<file path="src/sv/gca_ram.sv">
// ----------------------------------------------------------------------------
// gca_ram
// Generic simple dual-port RAM, one write port, one registered read port.
// ----------------------------------------------------------------------------
`default_nettype none

module gca_ram #(
    parameter int WIDTH = 8,
    parameter int DEPTH = 64
) (
    input  wire logic                     clk,
    input  wire logic                     we,
    input  wire logic [$clog2(DEPTH)-1:0] waddr,
    input  wire logic [WIDTH-1:0]         wdata,
    input  wire logic                     re,
    input  wire logic [$clog2(DEPTH)-1:0] raddr,
    output logic      [WIDTH-1:0]         rdata
);

    logic [WIDTH-1:0] mem [DEPTH];

    always_ff @(posedge clk)
    begin
        if (we)
        begin
            mem[waddr] <= wdata;
        end
        if (re)
        begin
            rdata <= mem[raddr];
        end
    end

endmodule

`default_nettype wire

</file>
<file path="config.mk">
export PLATFORM = sky130hd
export DESIGN_NAME = gca_ram
export DESIGN_NICKNAME = d
export VERILOG_FILES = /design/src/sv/gca_ram.sv
export SDC_FILE = /design/constraint.sdc
export NUM_CORES = 1
export LEC_CHECK = 0
export ABC_AREA = 1
export BUFFER_PORTS_ARGS = -buffer_cell sky130_fd_sc_hd__buf_2
export CORE_MARGIN = 2
export CORE_UTILIZATION = 35
export CTS_CLUSTER_DIAMETER = 120
export CTS_CLUSTER_SIZE = 20
export DETAILED_ROUTE_END_ITERATION = 8
export SLEW_MARGIN = 10
export SYNTH_ARGS = -nofsm -noshare
export SYNTH_HDL_FRONTEND = slang
export SYNTH_SLANG_ARGS = --single-unit
</file>
<file path="constraint.sdc">
create_clock -name clk -period 1.6 [get_ports clk]
set_input_delay 0 -clock clk [delete_from_list [all_inputs] [get_ports clk]]
set_output_delay 0 -clock clk [all_outputs]
set_load 0.03 [all_outputs]
</file>
==> summary.md, run 1 <==
| Metric | Value |
|---|---|
| CP max stage cell | `dlygate4sd3_1` |
| Post-Syn Area | `21400 sq um` |
| CTS max path bufs | `3` |
| Die Wd | `251 um` |
| Met1 Track Usage GR | `24.5%` |
| Clk slew on worst S/H paths | `0.09 ns` |
| Global-route wire length before repair | `83.1 mm` |
| Starting Density | `35.4%` |
| Antenna-violating nets left | `0` |
| Core area | `60500 sq um` |
| Flop pwr share | `61.8%` |
| Drt drc | `0` |
| Final GP Congestion | `0.867` |
| Antenna violations before repair | `4` |
| Grt peak-use layer | `met2` |
| Largest net degree at the start of global routing | `65` |
| Syn Nets | `1828` |
| Cell accounting for the most synthesized area | `edfxtp_1` |
| Slew Limit Headroom | `46.4%` |
| H-tree levels | `1` |
| Synth Instances | `1805` |
| P&R area growth vs syn | `12.9%` |
| Req. time, crit path | `1.91 ns` |
| WS Path Type | `in2reg` |
| Placed insts | `2651` |
| Die Area | `63200 sq um` |
| Tot GR Track Use | `17.1%` |
| Top-area cell type share of the netlist area | `72.9%` |
| Layout cell share with drive strength beyond 1 | `11.0%` |
| Synth warn | `0` |
| Post-route insts no fill | `2696` |
| P_leak | `8.71 nW` |
| Hold Path Class | `in2reg` |
| Post-layout net count | `1936` |
| Peak Freq | `665 MHz` |
| Final setup margin | `0.0955 ns` |
| Top area cells in the synthesized netlist | `edfxtp_1, nand2_1, nand3_1, buf_6, nor2_1` |
| Switching Share | `22.7%` |
| Worst setup SP type | `input port` |
| Max-Cap Viols | `0` |
| Io pins | `31` |
| Die Y | `251 um` |
| Tmin final | `1.50 ns` |
| Peak supply drop | `741 uV` |
| Slowest Stage Delay on Critical Path | `0.57 ns` |
| Combinational Power Share | `8.2%` |
| Family with the most delay on the worst path | `buffers and inverters` |
| Final hold violations | `0` |
| Worst Setup End Kind | `flop` |
| Initial drt markers | `1493` |
| Top cell by count, worst path | `buf_4` |
| Max Slew Vio Count | `0` |
| Design Power | `24.5 mW` |
| Clock network fraction of design power | `30.0%` |
| CTS resizes | `0` |
| Avg Inst Size Synth | `11.9 sq um` |
| Worst-skew pair later-pin latency | `0.61 ns` |
| Post-DR vias/cell | `5.16` |
| First-pass DRT Iterations | `5` |
| PortBufs | `30` |
| Detailed-route via count | `13900` |
| Seq/Total Area, Yosys | `72.9%` |
| Vias in the first global route | `13800` |
| RSZ-0062 raised after global routing | `false` |
| Grt total ovfl | `0` |
| Period utilisation layout | `94.0%` |
| Crit path cell chain | `dlygate4sd3_1 > buf_2 > inv_1 > nand4_1 > buf_4 > nor2_1 > buf_4` |
| Switch Pwr | `5.56 mW` |
| GRT met2 Usage | `27.5%` |
| CTS Sinks | `520` |
| Placed standard-cell area | `23300 sq um` |
| CTS tree | `built` |
| Total wire length | `54.5 mm` |
| Fin area | `24200 sq um` |
| Worst Path Arrival | `1.81 ns` |
| Placement row count | `90` |
| Library cells used by synthesis | `15` |
| Worst path buffer plus inverter count | `5` |
| Least-Margin Pin Slew | `0.804 ns` |
| Pre-CTS setup slack | `-0.164 ns` |
| Post-DP HPWL | `34.2 mm` |
| Outcome | `completed` |
| Final setup fails | `0` |
| CTS Buf Count | `29` |
| Root Buffer | `clkbuf_16` |
| Wire length per cell | `20.2 um` |
| Pint | `18.9 mW` |
| Pwr dens | `1010 nW/um^2` |
| Met3 usage | `2.60%` |
| Fillers | `5680` |
| Max FO, Critical Path | `9` |
| Layout Skew | `0.0279 ns` |
| Synth Register Bits | `520` |
power by group through the flow:
stage / sequential (mW) / clock [mW] / combinational [mW]
6_report: 15.1 / 7.34 / 2.02
5_1_grt: 15.1 / 7.93 / 2.21
4_1_cts: 15.1 / 7.50 / 2.02
3_5_place_dp: 15.4 / 0 / 1.99
3_3_place_gp: 15.4 / 0 / 1.98
2_1_floorplan: 15.5 / 0 / 1.06
routing by layer:
layer	wire length, um	share of wire [%]
met1	24700	45
met2	24900	46
met3	3570	6.5
met4	1360	2.5
met5	23	0.042
repair_timing:
item | CTS | global route
hold endpoints to repair | 423 | 0
buffers inserted | 0 | 0
setup endpoints to repair | 0 | 0
hold buffers | 13 | 0
through the flow:
| step | setup TNS (ns) | util [%] | hold slack, ns |
|---|---|---|---|
| global route | 0 | 40.0 | 0.0950 |
| finish | 0 | 40.0 | 0.0603 |
| floorplan | -10.63 | - | 0.0989 |
| detailed placement | -0.468 | 38.5 | 0.441 |
| global placement | -0.420 | 38.5 | 0.437 |
| CTS | 0 | 40.0 | 0.0267 |
area by class of cell:
class,instances,area [sq um],share of cell area (%)
diodes,2,5.00,0.0207
clock buffers,29,726,3.00
clock inverters,1,8.76,0.0362
inverters,12,52.6,0.217
multi-input cells,1160,4950,20.5
flip-flops and latches,520,15600,64.6
well taps,782,978,4.05
repair buffers,190,1850,7.63
cell usage after synthesis:
cell,n
buf_1,10
buf_2,37
buf_4,14
buf_6,35
buf_8,2
clkbuf_1,15
edfxtp_1,520
inv_1,10
inv_2,1
inv_6,1
nand2_1,648
nand3_1,439
nand4_1,9
nor2_1,56
nor4_1,8
placed cells by master (no fill, tap or decap):
cell type	Yosys	routed
clkbuf_16	0	29
nor4_1	8	8
diode_2	0	2
nor2_1	56	56
buf_12	0	36
dlygate4sd3_1	0	13
nand4_1	9	9
buf_2	37	28
nand3_1	439	439
inv_6	1	2
inv_1	10	9
inv_2	1	1
nand2_1	648	648
inv_4	0	1
buf_4	14	112
clkbuf_8	0	1
edfxtp_1	520	520
state kept, by name, summed over array words and instances, names as in the netlist:
name	count
rdata	8
mem	512
cells by family (layout without fill, tap and decap cells):
family                 count (synthesis)  after routing  synth area share, %
buffers and inverters                125            232                 4.01
DFF                                  520            520                 72.9
and+or+nand+nor                     1160           1160                 23.1
other                                  0              2                    0
worst paths after layout:
check | cells past startpoint | slack [ns] | start | to
worst min register to register | 8 | 0.90 | mem[51][1]$_DFFE_PP_ | rdata[1]$_DFFE_PP_
worst max register to register | 8 | 0.13 | mem[45][0]$_DFFE_PP_ | rdata[0]$_DFFE_PP_
worst max-delay path | 7 | 0.1 | waddr[1] | mem[12][3]$_DFFE_PP_
worst min-delay path | 5 | 0.06 | raddr[4] | rdata[1]$_DFFE_PP_
worst min-delay path, stage by stage:
cell     delay [ns]
buf_2          0.14
buf_4          0.21
nand3_1        0.10
nand3_1        0.06
nand2_1        0.06
(Power assumes the default switching activity.)
==> run 2, diff against run 1 <==
--- a/config.mk
+++ b/config.mk
@@ -12,6 +12,7 @@
 export CTS_CLUSTER_DIAMETER = 120
 export CTS_CLUSTER_SIZE = 20
 export DETAILED_ROUTE_END_ITERATION = 8
+export SKIP_CTS_REPAIR_TIMING = 1
 export SLEW_MARGIN = 10
 export SYNTH_ARGS = -nofsm -noshare
 export SYNTH_HDL_FRONTEND = slang
==> constraint.sdc (replaced) <==
create_clock -name clk -period 1.6 [get_ports clk]
set_input_delay 0.32 -clock clk [delete_from_list [all_inputs] [get_ports clk]]
set_output_delay 0.32 -clock clk [all_outputs]
set_load 0.03 [all_outputs]
==> summary.md, run 2 (same netlist as run 1, synthesis figures left out) <==
| Metric | Value |
|---|---|
| Switch Pwr | `5.55 mW` |
| Hold Path Class | `in2reg` |
| Top Registers | `mem (512), rdata (8)` |
| CTS Buf Count | `29` |
| H-tree levels | `1` |
| Root Buffer | `clkbuf_16` |
| Die Area | `63200 sq um` |
| Global-route wire length before repair | `85.2 mm` |
| Flop pwr share | `61.5%` |
| Total wire length | `56.0 mm` |
| Worst-skew pair later-pin latency | `0.59 ns` |
| CTS max path bufs | `3` |
| Top reg by flops | `mem` |
| Placement row count | `90` |
| Pint | `19.0 mW` |
| Period utilisation layout | `98.3%` |
| Max Slew Vio Count | `0` |
| Family with the most delay on the worst path | `flip-flops` |
| Pwr dens | `990 nW/um^2` |
| CTS Sinks | `520` |
| Die Wd | `251 um` |
| Post-DP HPWL | `35.9 mm` |
| Max reg flops | `512` |
| P&R area growth vs syn | `15.9%` |
| Initial drt markers | `1508` |
| Ant. Diodes | `0` |
| PortBufs | `30` |
| Wire length per cell | `20.6 um` |
| Core area | `60500 sq um` |
| Slowest Stage Delay on Critical Path | `0.48 ns` |
| Flop2flop setup slack | `0.07 ns` |
| Hold WS | `0.119 ns` |
| Vias in the first global route | `13700` |
| CTS tree | `built` |
| Worst path buffer plus inverter count | `1` |
| First-pass DRT Iterations | `5` |
| Worst setup SP type | `flop` |
| WS Path Type | `reg2out` |
| Req. time, crit path | `1.28 ns` |
| Clock network fraction of design power | `29.5%` |
| Die Y | `251 um` |
| Antenna-violating nets left | `0` |
| Design Power | `24.6 mW` |
| Clk slew on worst S/H paths | `0.09 ns` |
| Most frequent cells in the layout | `nand2_1, edfxtp_1, nand3_1` |
| Worst Setup End Kind | `primary output` |
| Antenna violations before repair | `0` |
| Met3 usage | `1.97%` |
| Tot GR Track Use | `17.7%` |
| Setup TNS | `0 ns` |
| CP max stage cell | `edfxtp_1` |
| Layout cell share with drive strength beyond 1 | `14.6%` |
| RSZ-0062 raised after global routing | `true` |
| Combinational Power Share | `9.0%` |
| Largest net degree at the start of global routing | `65` |
| Final GP Congestion | `0.852` |
| Most common cell after layout, fill and taps aside | `nand2_1` |
| Worst Path Arrival | `1.25 ns` |
| Post-layout net count | `1954` |
| Post-DR vias/cell | `5.17` |
| Starting Density | `35.4%` |
| Drt drc | `0` |
| Final hold violations | `0` |
| Io pins | `31` |
| Least-Margin Pin Slew | `0.486 ns` |
| GRT met2 Usage | `29.4%` |
| Peak Freq | `636 MHz` |
| Grt total ovfl | `0` |
| Detailed-route via count | `14000` |
| Layout Skew | `0.0128 ns` |
| P_leak | `8.92 nW` |
| Tmin final | `1.57 ns` |
| Peak supply drop | `597 uV` |
| Outcome | `completed` |
| Max FO, Critical Path | `1` |
| Post-route insts no fill | `2712` |
| Met1 Track Usage GR | `25.0%` |
| Grt peak-use layer | `met2` |
| Slew Limit Headroom | `67.6%` |
| Max-Cap Viols | `0` |
| Switching Share | `22.6%` |
| Placed insts | `2682` |
| Final setup fails | `0` |
| Crit path cell chain | `buf_6` |
run 2: changes by cell type in the layout (fill, tap and decap cells not counted), moves of 5 or more:
cell | previous run | this run
nor2_2 | 0 | 15
nor2_1 | 56 | 29
buf_4 | 112 | 120
dlygate4sd3_1 | 13 | 0
buf_2 | 28 | 23
nor4_1 | 8 | 0
buf_12 | 36 | 60
buf_6 | 0 | 5
nor4_2 | 0 | 6
nor2_4 | 0 | 12
run 2: worst reg2reg max path, cell delays in order (launching register included):
cell      delay [ns]
edfxtp_1        0.38
nand2_1         0.10
nand3_1         0.09
nand3_1         0.09
nand2_1         0.09
nand2_1         0.07
nand3_1         0.19
nand3_1         0.20
nand2_1         0.07
run 2: layout make-up:
type,instances,area (sq um)
multi-input combinational,1160,5160
fill,5561,35600
tap,782,978
clock buffer,29,726
inverter,12,71.3
clock inverter,1,8.76
timing repair buffer,208,2270
sequential,520,15600
run 2: power groups by stage:
stage               sequential [mW]  combinational [mW]  clock [mW]
detailed placement             15.4                2.20           0
global placement               15.4                2.18           0
floorplan                      15.5                1.11           0
finish                         15.1                2.22        7.26
global route                   15.1                2.40        7.87
CTS                            15.1                2.21        7.43
run 2: stage by stage:
step                worst slack (ns)  area [sq um]  util [%]
floorplan                     -0.273         21700         -
global placement              -0.386         24100      39.8
detailed placement            -0.383         24100      39.8
CTS                          -0.0240         24800      41.0
global route                -0.00472         24800      41.1
finish                        0.0266         24800      41.1
run 2: path summary, 6_finish.rpt:
path,startpoint,to,cells after the start
worst max-delay path,rdata[6]$_DFFE_PP_,rdata[6],1
worst min-delay path,re,rdata[1]$_DFFE_PP_,1
worst max register to register,mem[61][5]$_DFFE_PP_,rdata[5]$_DFFE_PP_,8
worst min register to register,mem[8][7]$_DFFE_PP_,rdata[7]$_DFFE_PP_,8
run 2: routing by layer:
metal  up-vias  share of wire [%]
li1       6568                  -
met1      6878                 43
met2       509                 48
met3        70                7.3
met4         0                2.0
met5         -                  0
